==> config.mk <==
export PLATFORM = sky130hd
export DESIGN_NAME = bcmg_front
export DESIGN_NICKNAME = d
export VERILOG_FILES = /design/src/rtl/bcmg_pkg.sv /design/src/rtl/bcmg_front.sv
export SDC_FILE = /design/constraint.sdc
export NUM_CORES = 1
export LEC_CHECK = 0
export BUFFER_PORTS_ARGS = -buffer_cell sky130_fd_sc_hd__buf_2
export CAP_MARGIN = 30
export CORE_MARGIN = 2
export CORE_UTILIZATION = 40
export CTS_CLUSTER_DIAMETER = 60
export DETAILED_ROUTE_END_ITERATION = 12
export PLACE_DENSITY = 0.56
export REMOVE_ABC_BUFFERS = 1
export SLEW_MARGIN = 5
export SYNTH_ARGS = -nofsm -noshare
export SYNTH_HDL_FRONTEND = slang
export SYNTH_SLANG_ARGS = --single-unit
==> constraint.sdc <==
create_clock -name i_clk -period 4 [get_ports i_clk]
set_clock_uncertainty 0.2 [all_clocks]
set_input_delay 0.2 -clock i_clk [delete_from_list [all_inputs] [get_ports i_clk]]
set_output_delay 0.2 -clock i_clk [all_outputs]
set_load 0.02 [all_outputs]
==> src/rtl/bcmg_pkg.sv <==
// ============================================================================
// bcmg_pkg: shared types and constants of the button chord motion gesture block
// Item and result structs, command codes, register indexes and the fixed-point
// sine and cosine constants used by the sector compares.
// ============================================================================
`default_nettype none

package bcmg_pkg;

    localparam int NUM_DIRECTIONS = 8;
    localparam int DIR_W          = 3;
    localparam int BTN_W          = 3;
    localparam int KEY_W          = 16;
    localparam int MOVE_W         = 16;
    localparam int STEP_W         = 12;
    localparam int HOLD_W         = 16;
    localparam int CFG_IDX_W      = 2;
    localparam int CFG_DATA_W     = 16;

    // Queue depths between the parts of the block.
    localparam int IN_DEPTH   = 4;
    localparam int IN_PTR_W   = $clog2(IN_DEPTH);
    localparam int IN_CNT_W   = $clog2(IN_DEPTH + 1);
    localparam int OUT_DEPTH  = 4;
    localparam int OUT_PTR_W  = $clog2(OUT_DEPTH);
    localparam int OUT_CNT_W  = $clog2(OUT_DEPTH + 1);

    // Register reset values.
    localparam logic              ENABLE_RESET = 1'b1;
    localparam logic [STEP_W-1:0] STEP_RESET   = 12'd100;
    localparam logic [HOLD_W-1:0] HOLD_RESET   = 16'd0;

    // Direction codes, east first and then clockwise.
    localparam logic [DIR_W-1:0] DIR_E = 3'd0;
    localparam logic [DIR_W-1:0] DIR_SE = 3'd1;
    localparam logic [DIR_W-1:0] DIR_S = 3'd2;
    localparam logic [DIR_W-1:0] DIR_SW = 3'd3;
    localparam logic [DIR_W-1:0] DIR_W_ = 3'd4;
    localparam logic [DIR_W-1:0] DIR_N = 3'd6;

    // Q30 sine and cosine of 23 and 68 degrees, with the negated forms.
    localparam logic signed [31:0] Q_C23  = 32'sd988384560;
    localparam logic signed [31:0] Q_S23  = 32'sd419544355;
    localparam logic signed [31:0] Q_C68  = 32'sd402230767;
    localparam logic signed [31:0] Q_S68  = 32'sd995556083;
    localparam logic signed [31:0] Q_NS23 = -32'sd419544355;
    localparam logic signed [31:0] Q_NS68 = -32'sd995556083;

    typedef enum logic [1:0] {
        KIND_MOTION = 2'd0,
        KIND_BUTTON = 2'd1,
        KIND_TICK   = 2'd2,
        KIND_SLOT   = 2'd3
    } t_kind;

    typedef enum logic [CFG_IDX_W-1:0] {
        CFG_ENABLE = 2'd0,
        CFG_STEP   = 2'd1,
        CFG_HOLD   = 2'd2
    } t_cfg_index;

    typedef enum logic [3:0] {
        OP_MOTION = 4'b0001,
        OP_BUTTON = 4'b0010,
        OP_TICK   = 4'b0100,
        OP_SLOT   = 4'b1000
    } t_op;

    typedef struct packed {
        t_kind                     kind;
        logic [BTN_W-1:0]          button_index;
        logic                      pressed;
        logic signed [MOVE_W-1:0]  move_x;
        logic signed [MOVE_W-1:0]  move_y;
        logic [DIR_W-1:0]          slot_direction;
        logic [KEY_W-1:0]          slot_keycode;
    } t_in_item;

    typedef struct packed {
        logic signed [MOVE_W-1:0]  pass_x;
        logic signed [MOVE_W-1:0]  pass_y;
        logic                      tap_valid;
        logic [KEY_W-1:0]          tap_keycode;
    } t_result;

    typedef struct packed {
        t_op                       op;
        logic [BTN_W-1:0]          button;
        logic                      pressed;
        logic signed [MOVE_W-1:0]  move_x;
        logic signed [MOVE_W-1:0]  move_y;
        logic [DIR_W-1:0]          direction;
        logic [KEY_W-1:0]          keycode;
    } t_cmd;

    typedef struct packed {
        logic valid;
        t_cmd cmd;
    } t_cmd_head;

endpackage

`default_nettype wire

==> src/rtl/bcmg_front.sv <==
// ============================================================================
// bcmg_front: input side of the gesture block
// Accepts items, decodes them into commands, drops events for buttons that do
// not exist, and holds the commands in a short queue for the back end.
// ============================================================================
`default_nettype none

module bcmg_front #(
    parameter int NUM_BUTTONS = 5
) (
    input  wire logic                i_clk,
    input  wire logic                i_rst_n,
    input  wire logic                i_push,
    output logic                     o_full,
    input  wire bcmg_pkg::t_in_item  i_item,
    input  wire logic                i_pop,
    output bcmg_pkg::t_cmd_head      o_head
);

    bcmg_pkg::t_cmd                      r_mem [bcmg_pkg::IN_DEPTH];
    logic [bcmg_pkg::IN_PTR_W-1:0]       r_wr_ptr;
    logic [bcmg_pkg::IN_PTR_W-1:0]       r_rd_ptr;
    logic [bcmg_pkg::IN_CNT_W-1:0]       r_count;
    logic [bcmg_pkg::IN_CNT_W-1:0]       n_count;

    bcmg_pkg::t_cmd cmd;
    logic           keep;
    logic           btn_ok;
    logic           wr;

    assign btn_ok = (4'(i_item.button_index) < 4'(NUM_BUTTONS));

    always_comb begin
        cmd.button    = i_item.button_index;
        cmd.pressed   = i_item.pressed;
        cmd.move_x    = i_item.move_x;
        cmd.move_y    = i_item.move_y;
        cmd.direction = i_item.slot_direction;
        cmd.keycode   = i_item.slot_keycode;
        cmd.op        = bcmg_pkg::OP_MOTION;
        keep          = 1'b1;
        case (i_item.kind)
            bcmg_pkg::KIND_MOTION: begin
                cmd.op = bcmg_pkg::OP_MOTION;
            end
            bcmg_pkg::KIND_BUTTON: begin
                cmd.op = bcmg_pkg::OP_BUTTON;
                keep   = btn_ok;
            end
            bcmg_pkg::KIND_TICK: begin
                cmd.op = bcmg_pkg::OP_TICK;
            end
            bcmg_pkg::KIND_SLOT: begin
                cmd.op = bcmg_pkg::OP_SLOT;
                keep   = btn_ok;
            end
            default: begin
                keep = 1'b0;
            end
        endcase
    end

    assign o_full = (r_count == bcmg_pkg::IN_CNT_W'(bcmg_pkg::IN_DEPTH));
    // Events for missing buttons are accepted but never queued.
    assign wr     = i_push && !o_full && keep;

    always_comb begin
        n_count = r_count;
        if (wr && !i_pop) begin
            n_count = r_count + 1'b1;
        end else if (!wr && i_pop) begin
            n_count = r_count - 1'b1;
        end
    end

    always_ff @(posedge i_clk) begin
        if (!i_rst_n) begin
            r_wr_ptr <= '0;
            r_rd_ptr <= '0;
            r_count  <= '0;
        end else begin
            r_count <= n_count;
            if (wr) begin
                r_wr_ptr <= r_wr_ptr + 1'b1;
            end
            if (i_pop) begin
                r_rd_ptr <= r_rd_ptr + 1'b1;
            end
        end
    end

    always_ff @(posedge i_clk) begin
        if (wr) begin
            r_mem[r_wr_ptr] <= cmd;
        end
    end

    assign o_head.valid = (r_count != '0);
    assign o_head.cmd   = r_mem[r_rd_ptr];

endmodule

`default_nettype wire

==> run metrics <==
syn_area_per_cell 24.9 sq um; H-Tree Depth 1; status complete, no violations; row count 54; worst reg-to-reg path cell count 8; CP max stage delay 0.66 ns; Hold Path Origin i_push; largest net degree at the start of global routing 60; Final Cycle Share 67.7%; n_diodes 0; overall power 6100 uW; P_int 4670 uW; Sequential Power Share 50.8%; DRT antenna net count 0; Leak 0.00387 uW; Final Net Count 628; CP startpoint kind flip-flop; Sw Ratio 23.5%; Crit Path Max Fanout 37; clock slew at reported path FFs 0.05 ns; DR vias/cell 5.01; non-filler cells, final 858; kind of critical path reg2out; Vias 4302; initial antenna violation count 0; delay-heaviest family, CP flip-flops; crit path time final 2.71 ns; gr usage total 13.7%; final hold violations 0; synth-to-layout area growth 26.1%; Slew HR 37.3%; Die Y 154 um; unrepaired setup endpoints after global routing no; Worst Path Arrival 2.31 ns; dpl cells 748; Finish-stage setup viols 0; buffer count from post-CTS setup fixing 0; Root Buffer clkbuf_16; pwr dens 536 nW/um^2; Ys Warns 0; Worst-Margin Slew 0.940 ns; vias in the first global route 4575; width of the die 154 um; initial DRC count 229; Critical Path, Cell by Cell buf_12 -> mux4_2 -> buf_2; PortBufs 121; total negative slack 0 ns; clk sinks 245; post-CTS sizing 0; WL per Instance 19.0 um; flop and latch count out of synthesis 245; Final Cell Area 11400 sq um; clk buf depth 3; residual DRC count 0; Distinct cells, synth 24; share of layout cells above drive strength 1 38.8%; Worst Path Buf+Inv 2; Mapped Cells 362; GP Congestion 0.660; nature of the critical path endpoint output port; Crit-path slowest cell dfxtp_4; DP HPWL 8830 um; First-pass DRT Iterations 4; Worst VDD drop 0.287 mV; WHS Path Cells 3; max cap viols 0; CP required 3.60 ns; core area 22000 sq um; DRT Wirelength 16300 um; internal reg-to-reg setup slack 1.35 ns; Final Max Tran Viols 0; TritonCTS clock tree built; Num CTS Buffers 27; Fill cells 1752; io pins 122; hold buffers post-CTS 60; die area 23800 sq um; dpl cell area 9900 sq um; Sw Pwr 1430 uW; Hold EP r_wr_ptr[1]; cell area after synthesis 9030 sq um; Worst R2R Start r_count[0]; Min-Delay Path Class in2reg; clk_lat worst skew 0.51 ns; Achievable Freq 0.369 GHz; Starting Density 41.1%; grt total ovfl 0; first-pass GRT wire length 25100 um; reg2reg end r_count[2]; post-synthesis sequential area ratio 80.5%; Gate power share 13.5%; Clock Power Share 35.7%
[final cells by class]
| type | count | area [sq um] | share of cell area [%] |
|---|---|---|---|
| clock buffers | 33 | 698 | 6.13 |
| clock inverters | 13 | 86.3 | 0.758 |
| inverters | 4 | 15.0 | 0.132 |
| multi-input cells | 97 | 1640 | 14.4 |
| flip-flops and latches | 245 | 7270 | 63.9 |
| well taps | 280 | 350 | 3.08 |
| repair buffers | 186 | 1320 | 11.6 |
[state kept, by name (all words and copies together), names as in the netlist, named ones only]
signal / flops
r_rd_ptr: 2
r_mem: 236
r_wr_ptr: 2
r_count: 3
[layout by cell type (no fill, tap or decap), drive strengths merged]
| cell type | instances |
|---|---|
| and3b | 1 |
| nor2b | 3 |
| ha | 5 |
| and2 | 9 |
| clkinv | 11 |
| xnor2 | 2 |
| dfxtp | 9 |
| a21boi | 1 |
| o21ai | 1 |
| nor3b | 1 |
| xor2 | 2 |
| o211ai | 1 |
| nand2 | 5 |
| clkinvlp | 1 |
| fa | 1 |
| bufinv | 1 |
| clkbuf | 33 |
| mux4 | 59 |
| inv | 4 |
| dlygate4sd3 | 60 |
| edfxtp | 236 |
| buf | 126 |
| or3 | 2 |
| mux2i | 3 |
| nor2 | 1 |
[cells in the mapped netlist]
cell type	count	area share, %
inv_1	4	0.17
nor3b_2	1	0.14
and2_1	9	0.62
mux4_2	59	15
nor2b_1	3	0.21
ha_1	5	0.69
nor2_1	1	0.042
nand2_1	5	0.21
buf_6	1	0.12
buf_2	4	0.22
edfxtp_1	236	78
o21ai_0	1	0.055
dfxtp_1	9	2.0
fa_1	1	0.22
a21boi_0	1	0.083
xnor2_1	2	0.19
or3_1	2	0.14
o211ai_1	1	0.083
buf_12	2	0.44
mux2i_1	3	0.33
xor2_1	2	0.19
buf_4	4	0.33
and3b_1	1	0.097
clkbuf_1	5	0.21
[logic make-up (layout without fill, tap and decap cells)]
kind of cell / after synthesis / count (layout) / synth area share (%)
multiplexers: 62 / 62 / 15.0
adder cells (fa/ha/maj): 6 / 6 / 0.915
flip-flops: 245 / 245 / 80.5
AND/OR/NAND/NOR: 22 / 22 / 1.45
AO/OA/AOI/OAI: 3 / 3 / 0.222
XOR/XNOR: 4 / 4 / 0.388
buffers and inverters: 20 / 236 / 1.50
[power groups by stage]
stage               Sequential, uW  Clock [uW]  Combinational [uW]
finish                        3100        2180                 822
global route                  3120        2340                 888
CTS                           3110        2240                 825
detailed placement            3160           0                 774
global placement              3150           0                 759
floorplan                     3150           0                 485
[per-layer routing]
layer,global-route usage (%),vias to the layer above,share of wire [%]
li1,-,1919,-
met1,17.2,2250,43
met2,24.1,106,49
met3,3.33,27,5.4
met4,3.31,0,2.0
met5,0,-,0
[metrics by stage]
stage          worst slack [ns]  hold slack [ns]  util, %
6_report                   1.29           0.0863     51.8
5_1_grt                    1.09           0.0833     51.8
4_1_cts                    1.18           0.0651     51.4
3_5_place_dp               1.35            0.219     45.1
3_3_place_gp               1.62            0.211     45.1
2_1_floorplan             0.347           0.0989        -
[worst min-delay path: cells and delay by family]
| kind | cells | cell delay (ns) |
|---|---|---|
| and+or+nand+nor | 1 | 0.28 |
| muxes | 1 | 0.16 |
| buffers and inverters | 1 | 0.10 |
[worst max-delay path by stage]
stage                            end  slack, ns  depth (start not counted)
final                     o_head[47]       1.29                          3
after global routing      o_head[47]       1.09                          3
after CTS                  o_head[1]       1.18                          3
after detailed placement  r_count[2]       1.35                          8
after global placement    r_count[2]       1.62                          8
after floorplan            o_head[0]       0.35                          1
(Power assumes the default switching activity.)
