===== src/rtl/bcmg_pkg.sv =====
// ============================================================================
// bcmg_pkg: shared types and constants of the button chord motion gesture block
// Item and result structs, command codes, register indexes and the fixed-point
// sine and cosine constants used by the sector compares.
// ============================================================================
`default_nettype none

package bcmg_pkg;

    localparam int NUM_DIRECTIONS = 8;
    localparam int DIR_W          = 3;
    localparam int BTN_W          = 3;
    localparam int KEY_W          = 16;
    localparam int MOVE_W         = 16;
    localparam int STEP_W         = 12;
    localparam int HOLD_W         = 16;
    localparam int CFG_IDX_W      = 2;
    localparam int CFG_DATA_W     = 16;

    // Queue depths between the parts of the block.
    localparam int IN_DEPTH   = 4;
    localparam int IN_PTR_W   = $clog2(IN_DEPTH);
    localparam int IN_CNT_W   = $clog2(IN_DEPTH + 1);
    localparam int OUT_DEPTH  = 4;
    localparam int OUT_PTR_W  = $clog2(OUT_DEPTH);
    localparam int OUT_CNT_W  = $clog2(OUT_DEPTH + 1);

    // Register reset values.
    localparam logic              ENABLE_RESET = 1'b1;
    localparam logic [STEP_W-1:0] STEP_RESET   = 12'd100;
    localparam logic [HOLD_W-1:0] HOLD_RESET   = 16'd0;

    // Direction codes, east first and then clockwise.
    localparam logic [DIR_W-1:0] DIR_E = 3'd0;
    localparam logic [DIR_W-1:0] DIR_SE = 3'd1;
    localparam logic [DIR_W-1:0] DIR_S = 3'd2;
    localparam logic [DIR_W-1:0] DIR_SW = 3'd3;
    localparam logic [DIR_W-1:0] DIR_W_ = 3'd4;
    localparam logic [DIR_W-1:0] DIR_N = 3'd6;

    // Q30 sine and cosine of 23 and 68 degrees, with the negated forms.
    localparam logic signed [31:0] Q_C23  = 32'sd988384560;
    localparam logic signed [31:0] Q_S23  = 32'sd419544355;
    localparam logic signed [31:0] Q_C68  = 32'sd402230767;
    localparam logic signed [31:0] Q_S68  = 32'sd995556083;
    localparam logic signed [31:0] Q_NS23 = -32'sd419544355;
    localparam logic signed [31:0] Q_NS68 = -32'sd995556083;

    typedef enum logic [1:0] {
        KIND_MOTION = 2'd0,
        KIND_BUTTON = 2'd1,
        KIND_TICK   = 2'd2,
        KIND_SLOT   = 2'd3
    } t_kind;

    typedef enum logic [CFG_IDX_W-1:0] {
        CFG_ENABLE = 2'd0,
        CFG_STEP   = 2'd1,
        CFG_HOLD   = 2'd2
    } t_cfg_index;

    typedef enum logic [3:0] {
        OP_MOTION = 4'b0001,
        OP_BUTTON = 4'b0010,
        OP_TICK   = 4'b0100,
        OP_SLOT   = 4'b1000
    } t_op;

    typedef struct packed {
        t_kind                     kind;
        logic [BTN_W-1:0]          button_index;
        logic                      pressed;
        logic signed [MOVE_W-1:0]  move_x;
        logic signed [MOVE_W-1:0]  move_y;
        logic [DIR_W-1:0]          slot_direction;
        logic [KEY_W-1:0]          slot_keycode;
    } t_in_item;

    typedef struct packed {
        logic signed [MOVE_W-1:0]  pass_x;
        logic signed [MOVE_W-1:0]  pass_y;
        logic                      tap_valid;
        logic [KEY_W-1:0]          tap_keycode;
    } t_result;

    typedef struct packed {
        t_op                       op;
        logic [BTN_W-1:0]          button;
        logic                      pressed;
        logic signed [MOVE_W-1:0]  move_x;
        logic signed [MOVE_W-1:0]  move_y;
        logic [DIR_W-1:0]          direction;
        logic [KEY_W-1:0]          keycode;
    } t_cmd;

    typedef struct packed {
        logic valid;
        t_cmd cmd;
    } t_cmd_head;

endpackage

`default_nettype wire


===== src/rtl/bcmg_out_queue.sv =====
// ============================================================================
// bcmg_out_queue: result queue of the gesture block
// Holds finished results until the consumer pops them and reports its fill
// level so the back end can reserve room before it issues a motion item.
// ============================================================================
`default_nettype none

module bcmg_out_queue (
    input  wire logic                       i_clk,
    input  wire logic                       i_rst_n,
    input  wire logic                       i_push,
    input  wire bcmg_pkg::t_result          i_data,
    input  wire logic                       i_pop,
    output logic                            o_empty,
    output bcmg_pkg::t_result               o_data,
    output logic [bcmg_pkg::OUT_CNT_W-1:0]  o_count
);

    bcmg_pkg::t_result                 r_mem [bcmg_pkg::OUT_DEPTH];
    logic [bcmg_pkg::OUT_PTR_W-1:0]    r_wr_ptr;
    logic [bcmg_pkg::OUT_PTR_W-1:0]    r_rd_ptr;
    logic [bcmg_pkg::OUT_CNT_W-1:0]    r_count;
    logic [bcmg_pkg::OUT_CNT_W-1:0]    n_count;
    logic                              rd;

    assign o_empty = (r_count == '0);
    assign rd      = i_pop && !o_empty;

    always_comb begin
        n_count = r_count;
        if (i_push && !rd) begin
            n_count = r_count + 1'b1;
        end else if (!i_push && rd) begin
            n_count = r_count - 1'b1;
        end
    end

    always_ff @(posedge i_clk) begin
        if (!i_rst_n) begin
            r_wr_ptr <= '0;
            r_rd_ptr <= '0;
            r_count  <= '0;
        end else begin
            r_count <= n_count;
            if (i_push) begin
                r_wr_ptr <= r_wr_ptr + 1'b1;
            end
            if (rd) begin
                r_rd_ptr <= r_rd_ptr + 1'b1;
            end
        end
    end

    always_ff @(posedge i_clk) begin
        if (i_push) begin
            r_mem[r_wr_ptr] <= i_data;
        end
    end

    assign o_data  = r_mem[r_rd_ptr];
    assign o_count = r_count;

endmodule

`default_nettype wire


===== config.mk =====
export PLATFORM = sky130hd
export DESIGN_NAME = bcmg_out_queue
export DESIGN_NICKNAME = d
export VERILOG_FILES = /design/src/rtl/bcmg_pkg.sv /design/src/rtl/bcmg_out_queue.sv
export SDC_FILE = /design/constraint.sdc
export NUM_CORES = 1
export LEC_CHECK = 0
export ABC_AREA = 1
export ABC_CLOCK_PERIOD_IN_PS = 5300
export BUFFER_PORTS_ARGS = -buffer_cell sky130_fd_sc_hd__buf_2
export CORE_MARGIN = 4
export CORE_UTILIZATION = 25
export CTS_CLUSTER_DIAMETER = 200
export DETAILED_ROUTE_END_ITERATION = 8
export HOLD_SLACK_MARGIN = 0.08
export SLEW_MARGIN = 20
export SYNTH_ARGS = -nofsm -noshare
export SYNTH_HDL_FRONTEND = slang
export SYNTH_SLANG_ARGS = --single-unit

===== constraint.sdc =====
create_clock -name i_clk -period 5.3 [get_ports i_clk]
set_input_delay 1.06 -clock i_clk [delete_from_list [all_inputs] [get_ports i_clk]]
set_output_delay 1.06 -clock i_clk [all_outputs]
set_load 0.02 [all_outputs]

==> results of run 1 <==
## placed cells by master (no fill, tap or decap), types with 5 or more instances in the layout
| master | count |
|---|---|
| ha_1 | 5 |
| inv_2 | 5 |
| edfxtp_1 | 196 |
| o21ai_1 | 5 |
| buf_2 | 105 |
| clkinv_2 | 5 |
| o21ai_0 | 96 |
| a21oi_1 | 5 |
| inv_1 | 11 |
| o22ai_1 | 49 |
| nand2_1 | 15 |
| buf_4 | 5 |
| nor2_1 | 104 |
| clkbuf_16 | 23 |
| dfxtp_1 | 7 |
## critical path, cell delays in order, from the launching register on
cell     delay (ns)
dfxtp_4        0.97
inv_6          0.49
o21ai_0        0.33
o22ai_1        0.12
buf_2          0.17
## routing by layer
metal / vias up / part of all wire / GRT usage
met1: 2234 / 0.44 / 0.1296
met2: 115 / 0.46 / 0.1597
met4: 4 / 0.020 / 0.02780
met5: - / 0.0012 / 0
met3: 27 / 0.078 / 0.03205
li1: 2208 / - / -
## sequential cells by signal (all words and copies together), names as in the netlist, named ones only
signal,cells
r_mem,196
o_count,3
r_rd_ptr,2
r_wr_ptr,2
## synth_stat cells
master    number  area [µm²]
o21ai_1        5       25.02
o22ai_1       49       306.5
inv_2          1       3.750
nand3_1        3       15.01
nand2_1       15       56.30
ha_1           5       62.56
a21oi_1        5       25.02
clkbuf_1       6       22.52
dfxtp_1        9       180.2
buf_6          7       78.83
clkbuf_2       4       20.02
buf_4          2       15.01
fa_1           1       20.02
nor2_1       104       390.4
xor2_1         1       8.760
o21ai_0       96       480.5
buf_2         12       60.06
edfxtp_1     196        5886
inv_6          1       8.760
inv_1         15       56.30
## where the power goes
group          switching [W]  total, W  internal [W]  leakage [nW]
Combinational       0.000646  0.000930      0.000284          1.02
Clock               0.000603   0.00150      0.000895         0.355
Sequential         0.0000971   0.00196       0.00187          1.88
## worst max-delay path by stage
stage	slack, ns	start	endpoint
global placement	2.08	register	o_data[0]
finish	1.61	register	o_data[46]
detailed placement	2.00	register	o_data[46]
global route	1.28	register	o_data[13]
CTS	1.47	register	o_data[46]
floorplan	2.84	i_push	r_mem[0][0]
## stage by stage
| stage | utilization | cell area (µm²) | total power [W] |
|---|---|---|---|
| finish | 0.3050 | 9305 | 0.004390 |
| global route | 0.3050 | 9305 | 0.004641 |
| CTS | 0.3050 | 9305 | 0.004474 |
| detailed placement | 0.2815 | 8588 | 0.002952 |
| global placement | 0.2815 | 8588 | 0.002933 |
| floorplan | - | 7721 | 0.002630 |
## layout make-up
class / instances / area (µm²) / share of cell area
Clock buffer: 27 / 590.6 / 0.06347
Clock inverter: 14 / 126.4 / 0.01358
Inverter: 17 / 68.82 / 0.007395
Multi-Input combinational cell: 284 / 1390 / 0.1494
Sequential cell: 205 / 6071 / 0.6524
Tap cell: 396 / 495.5 / 0.05325
Timing Repair Buffer: 110 / 563.0 / 0.06051
## logic make-up (layout without fill, tap and decap cells)
group,count (synthesis),count (layout),synth area share
XOR/XNOR,1,1,0.001135
buffers and inverters,48,168,0.03435
flip-flops,205,205,0.7856
adder cells (fa/ha/maj),6,6,0.01070
AO/OA/AOI/OAI,155,155,0.1084
AND/OR/NAND/NOR,122,122,0.05979
==> run metrics, run 1 <==
Avg Synthesized Cell Area=14.38 µm²; Final Critical Period=3.688 ns; Worst Skew=around 0.015 ns; Slew Viols, Final=0; final worst-path cycle share=0.6959; root buffer cell=clkbuf_16; layout cells sized above 1=0.2298; Yosys Warn Count=0; crit end category=output port; Layout fillers=3013; die height=about 180 µm; Antenna Cells=0; Post-layout nets=700; dpl ws=2.004 ns; Seq/Total Area, Yosys=0.7856; status=finished clean; mapped cell area=7721 µm²; synth-to-layout area growth=20.52%; I/O Buffers=105; final hold vios=0; Layout Cells excl Fill=approximately 1100; P_leak=3.249 nW; io pins=106; Clock Sinks=205; placed cell count=1012; unrepaired setup endpoints after global routing=false; chip width=183.7 µm; row count=64; Reg2Reg Capture Point=r_mem[1][47]; vias per cell=roughly 4.4; die area=33760 µm²; Detail Route Antenna Nets=0; CP required=4.24 ns; flip-flop and latch count after synthesis=205; worst hold slack=0.4957 ns; final worst setup slack=between 1.5 and 2 ns; initial antenna violation count=3; fmax=0.2711 GHz; synthesized netlist cell count=537; Worst R2R Path Depth=5; HP Start=r_rd_ptr[1]; H-tree level count=1; global-route wire length before repair=26220 µm; final WL=17280 µm; worst-margin pin slew=1.035 ns; Worst-path clk slew=0.06 ns; Startpoint Class=register; Fin Setup TNS=0 ns; initial DRC count=roughly 260; Overflow after GRT=0; Setup violations, final=0; Peak VDD IR=0.2217 mV; Max transition margin=0.3102; Detail Placement HPWL=between 9000 and 10000 µm; largest net degree at the start of global routing=100; CTS tree=done; vias in the first global route=4655; Clock Path Buffers=3; Vias=4588; drt first pass iters=4; Clock Latency Late Sink=0.50 ns; core area=slightly above 30000 µm²; DRC=0; Worst Path Arrival=2.63 ns; Setup Fix Bufs, Post-CTS=0; Setup CP Type=register to output port; Num CTS Buffers=23; post-CTS sizing=0; initial core utilization=0.2531; Max-Cap Viols=0; Hold Crit Depth=2; r2r setup slk=3.23 ns; syn nets=596; CP max FO=99; worst min-delay path class=register to register; wire per inst=16.41 µm; post-synthesis cell type count=20; worst r2r src=r_wr_ptr[1]; GRT Util Overall=0.09926; Final GP Congestion=0.6706; Post-CTS Hold Fix Bufs=0; Pwr Density=471.8 nW/µm²
No activity file was read; power rests on OpenSTA's default activity.
==> run 2: changes to the inputs <==
ABC_CLOCK_PERIOD_IN_PS = 3000   (was 5300)
clock period = 3 ns   (was 5.3 ns; I/O delays follow)
==> run metrics, run 2 (synthesis gave the netlist of run 1 again) <==
die height=183.7 µm (unchanged); Final GP Congestion=0.6888 (+2.7%); Fin Setup TNS=0 ns (unchanged); Overflow after GRT=0 (unchanged); unrepaired setup endpoints after global routing=false; Worst Path Arrival=2.14 ns (-0.49 ns); P_leak=3.283 nW (+1.0%); Clock Path Buffers=3 (unchanged); vias per cell=4.364 (+0.15%); Most flops, register=r_mem; crit end category=output port; global-route wire length before repair=26330 µm (+0.42%); r2r setup slk=1.19 ns (-2.04 ns); Reg2Reg Capture Point=o_count[2]; Hold Crit Depth=1 (-1); critical-path cell list=buf_4 -> o21ai_0 -> o22ai_1 -> buf_2; Detail Route Antenna Nets=0 (unchanged); Worst R2R Path Depth=12 (+7); commonest non-fill, non-tap cell in the layout=edfxtp_1; Post-layout nets=703 (+0.43%); DRC=0 (unchanged); largest net degree at the start of global routing=99 (-1.0%); final hold vios=0 (unchanged); Post-CTS Hold Fix Bufs=0 (unchanged); Layout Cells excl Fill=1056 (+0.28%); Startpoint Class=register; Detail Placement HPWL=10020 µm (+3.6%); wire per inst=16.30 µm (-0.69%); final WL=17210 µm (-0.41%); max incr delay on CP=0.58 ns (-0.39 ns); CP required=2.40 ns (-1.84 ns); worst-margin pin slew=0.5530 ns (-0.4816 ns); cell at the slowest stage of the critical path=dfxtp_2; Clock Latency Late Sink=0.49 ns (about the same); CTS tree=done; GRT Util Overall=0.09858 (-0.0006845); drt first pass iters=4 (unchanged); io pins=106 (unchanged); I/O Buffers=105 (unchanged); worst min-delay path class=input port to register; Max transition margin=0.6313 (+0.3211); Max-Cap Viols=0 (unchanged); layout cells sized above 1=0.2379 (+0.008046); initial antenna violation count=2 (-1); fmax=~0.37 GHz; HP Start=i_data[3]; post-CTS sizing=0 (unchanged); Setup CP Type=register to output port; Vias=4608 (+0.44%); placed cell count=1016 (+0.40%); row count=64 (unchanged); vias in the first global route=4643 (-0.26%); chip width=183.7 µm (unchanged); initial DRC count=295 (+14%); hold path endpoint=r_mem[3][3]; Post-Place Cell Area=8681 µm² (+1.1%); CP max FO=32 (-68%); Final Critical Period=2.736 ns; Antenna Cells=0 (unchanged); Worst Skew=0.008439 ns (-0.006506 ns); Clock Sinks=205 (unchanged); die area=33760 µm² (unchanged); Design Area, Final=9402 µm² (+1.0%); Setup violations, final=0 (unchanged); Peak VDD IR=0.3857 mV (+74%); H-tree level count=1 (unchanged); initial core utilization=0.2531 (unchanged); Worst-path clk slew=0.06 ns (about the same); Pwr Density=829.4 nW/µm² (+76%); synth-to-layout area growth=21.76%; status=finished clean; Slew Viols, Final=0 (unchanged); commonest non-fill, non-tap cells in the layout=edfxtp_1, buf_2, nor2_1; max reg flops=196 (unchanged); Num CTS Buffers=22 (-4.3%); Setup Fix Bufs, Post-CTS=0 (unchanged); root buffer cell=clkbuf_16; core area=30510 µm² (unchanged); final worst-path cycle share=0.9120; worst r2r src=o_count[1]
[run 2: cell types whose count changed in the layout (fill, tap and decap cells not counted), sizes merged]
cell,before,now
bufinv,2,1
clkinvlp,0,2
buf,110,114
clkinv,11,6
clkbuf,27,30
[run 2: power breakdown]
group | internal (W) | total [W] | leakage, nW | switching (W)
clock network | 0.00157 | 0.00264 | 0.350 | 0.00107
registers | 0.00329 | 0.00340 | 1.88 | 0.000106
logic | 0.000528 | 0.00176 | 1.06 | 0.00123
total | 0.00539 | 0.00780 | 3.28 | 0.00241
[run 2: area by class of cell]
class	count	area (µm²)
fillers	3026	21110
flip-flops and latches	205	6071
inverters	17	71.32
clock inverters	10	86.33
multi-input cells	284	1390
clock buffers	30	631.9
well taps	396	495.5
repair buffers	114	655.6
[run 2: metrics by stage]
| step | total power (W) | hold slack (ns) | utilization | setup slack, ns |
|---|---|---|---|---|
| detailed placement | 0.005247 | 0.5061 | 0.2845 | 0.7528 |
| global route | 0.008236 | 0.2943 | 0.3082 | 0.08771 |
| global placement | 0.005224 | 0.4898 | 0.2845 | 0.7296 |
| CTS | 0.007913 | 0.2900 | 0.3081 | 0.1293 |
| floorplan | 0.004646 | 0.4648 | - | 1.004 |
| finish | 0.007798 | 0.3143 | 0.3082 | 0.2641 |
[run 2: per-layer routing]
layer  global-route usage  part of all wire  up-vias
met5                    0            0.0016        -
met4              0.02455             0.015        4
met3              0.03383             0.080       27
met2               0.1553              0.45      114
met1               0.1316              0.45     2254
li1                     -                 -     2209
[run 2: worst max-delay path by stage]
stage / slack (ns) / start / to / depth (start not counted)
finish: 0.26 / register / o_data[17] / 4
CTS: 0.13 / register / o_data[6] / 4
floorplan: 1.00 / i_push / r_mem[0][0] / 2
global placement: 0.73 / register / o_data[6] / 4
detailed placement: 0.75 / register / o_data[2] / 4
global route: 0.09 / register / o_data[17] / 4
[run 2: worst max-delay path, delay by kind of cell (launching register included)]
family | cells | cell delay [ns]
buffers and inverters | 2 | 0.63
AOI/OAI and AO/OA | 2 | 0.41
DFF | 1 | 0.58
==> run 3: changes to the inputs <==
CORE_UTILIZATION = 45   (was 25)
PLACE_DENSITY = 0.67   (was not set)
==> run metrics, run 3 (synthesis gave the netlist of run 1 again) <==
status=finished clean; vias per cell=5.328 (+22%); die height=139.0 µm (-24%); die area=19320 µm² (-43%); final WL=15980 µm (-7.2%); io pins=106 (unchanged); max reg flops=196 (unchanged); unrepaired setup endpoints after global routing=false; Design Area, Final=9060 µm² (-3.6%); vias in the first global route=4798 (+3.3%); Final Critical Period=2.732 ns (-0.004176 ns); initial antenna violation count=2 (unchanged); final worst-path cycle share=0.9106 (-0.001392); wire per inst=18.16 µm (+11%); Slew Viols, Final=0 (unchanged); Setup Fix Bufs, Post-CTS=0 (unchanged); Antenna Cells=0 (unchanged); Pwr Density=824.2 nW/µm² (-0.63%); worst-margin pin slew=0.6675 ns (+0.1144 ns); final worst setup slack=0.2683 ns (+0.004176 ns); P_leak=3.233 nW (-1.5%); final hold vios=0 (unchanged); Worst-path clk slew=0.06 ns (about the same); internal power=0.005163 W (-4.2%); global-route wire length before repair=25210 µm (-4.3%); Detail Placement HPWL=9500 µm (-5.2%); sw frac=0.3085 (-0.0003844); max incr delay on CP=0.52 ns (-0.06 ns); post-CTS sizing=0 (unchanged); Max transition margin=0.5550 (-0.07628); Fin Setup TNS=0 ns (unchanged); Worst Path Buf+Inv=2 (unchanged); Met2 Routed Length=7624 µm (-2.4%); Post-Place Cell Area=8438 µm² (-2.8%); core area=16700 µm² (-45%); top layer in use=met5; commonest non-fill, non-tap cell in the layout=edfxtp_1; CTS tree=done; CP required=2.40 ns (about the same); Worst Skew=0.009900 ns (+0.001460 ns); Post-CTS Hold Fix Bufs=0 (unchanged); Design Power=0.007467 W (-4.2%); critical-path cell list=buf_4 -> o21ai_0 -> o22ai_1 -> buf_2; Post-layout nets=704 (+0.14%); CP max FO=46 (+44%); Max-Cap Viols=0 (unchanged); Overflow after GRT=0 (unchanged); fmax=0.3661 GHz (+0.15%); multi-input gate area in the final layout=1390 µm² (unchanged); Net Sw Power=0.002304 W (-4.4%); CP top delay family=buffers and inverters; Layout fillers=1360 (-55%); worst min-delay path class=input port to register; initial DRC count=319 (+8.1%); synth-to-layout area growth=17.34%; met3 routed WL=1133 µm (-18%); M1 wire length=7076 µm (-8.4%); GRT Util Overall=0.1620 (+0.06341); commonest non-fill, non-tap cells in the layout=edfxtp_1, buf_2, nor2_1; Peak VDD IR=0.5044 mV (+31%); chip width=139.0 µm (-24%); largest net degree at the start of global routing=99 (unchanged); Vias=4689 (+1.8%); I/O Buffers=105 (unchanged); row count=47 (-27%); Most flops, register=r_mem; sequential share of power=0.453 (+0.017); Clock power frac=0.311 (-0.027); Startpoint Class=register; Logic pwr share=0.236 (+0.010); crit end category=output port; root buffer cell=clkbuf_16; FF/Latch Area=6071 µm² (unchanged); cell at the slowest stage of the critical path=dfxtp_4; H-tree level count=1 (unchanged); Num CTS Buffers=21 (-4.5%); Clock Path Buffers=3 (unchanged); Clock Sinks=205 (unchanged); drt first pass iters=4 (unchanged); Worst Path Arrival=2.13 ns (about the same); Clock Latency Late Sink=0.48 ns (about the same); dpl ws=0.7533 ns (+0.0005580 ns); Setup CP Type=register to output port; DRC=0 (unchanged); Detail Route Antenna Nets=0 (unchanged); Final GP Congestion=0.7287 (+5.8%); initial core utilization=0.4623 (+0.2092); Setup violations, final=0 (unchanged); layout cells sized above 1=0.2303 (-0.007576)
## run 3: area by class of cell
class                      count  area share
sequential                   205      0.6701
multi-input combinational    284      0.1534
timing repair buffer         116     0.06988
clock buffer                  31     0.06436
tap                          220     0.03038
inverter                      17    0.007596
clock inverter                 7    0.004281
## run 3: worst reg2reg max path, cell delays in order (launching register included)
cell and delay, ns:
dfxtp_1 0.43, nor2_1 0.07, nand2_1 0.13, nand2_1 0.12, ha_1 0.22, inv_1 0.09, fa_1 0.41, o21ai_0 0.23
nor2_1 0.08
## run 3: worst paths after layout
path	startpoint	slack [ns]	cells after the start	end
setup / recovery	register	0.27	4	o_data[23]
hold / removal	i_data[23]	0.33	1	r_mem[1][23]
hold reg to reg	r_rd_ptr[1]	0.52	2	register
setup reg to reg	o_count[0]	1.12	8	o_count[1]
## run 3: power by group through the flow
stage	clock network, W	registers [W]	logic, W
3_5_place_dp	0	0.00344	0.00178
4_1_cts	0.00238	0.00338	0.00178
2_1_floorplan	0	0.00342	0.00122
5_1_grt	0.00250	0.00340	0.00195
6_report	0.00232	0.00338	0.00176
3_3_place_gp	0	0.00343	0.00173
## run 3: per-stage QoR
stage,instances,hold slack [ns],util
after floorplan,537,0.4648,-
after global placement,842,0.4762,0.5052
after detailed placement,842,0.5088,0.5052
after CTS,880,0.3060,0.5425
after global routing,880,0.3086,0.5425
final,880,0.3258,0.5425
## run 3: metal layers
metal	vias up	global-route usage
met5	-	0
met4	4	0.03347
met3	16	0.04793
met2	132	0.2662
met1	2314	0.2171
li1	2223	-
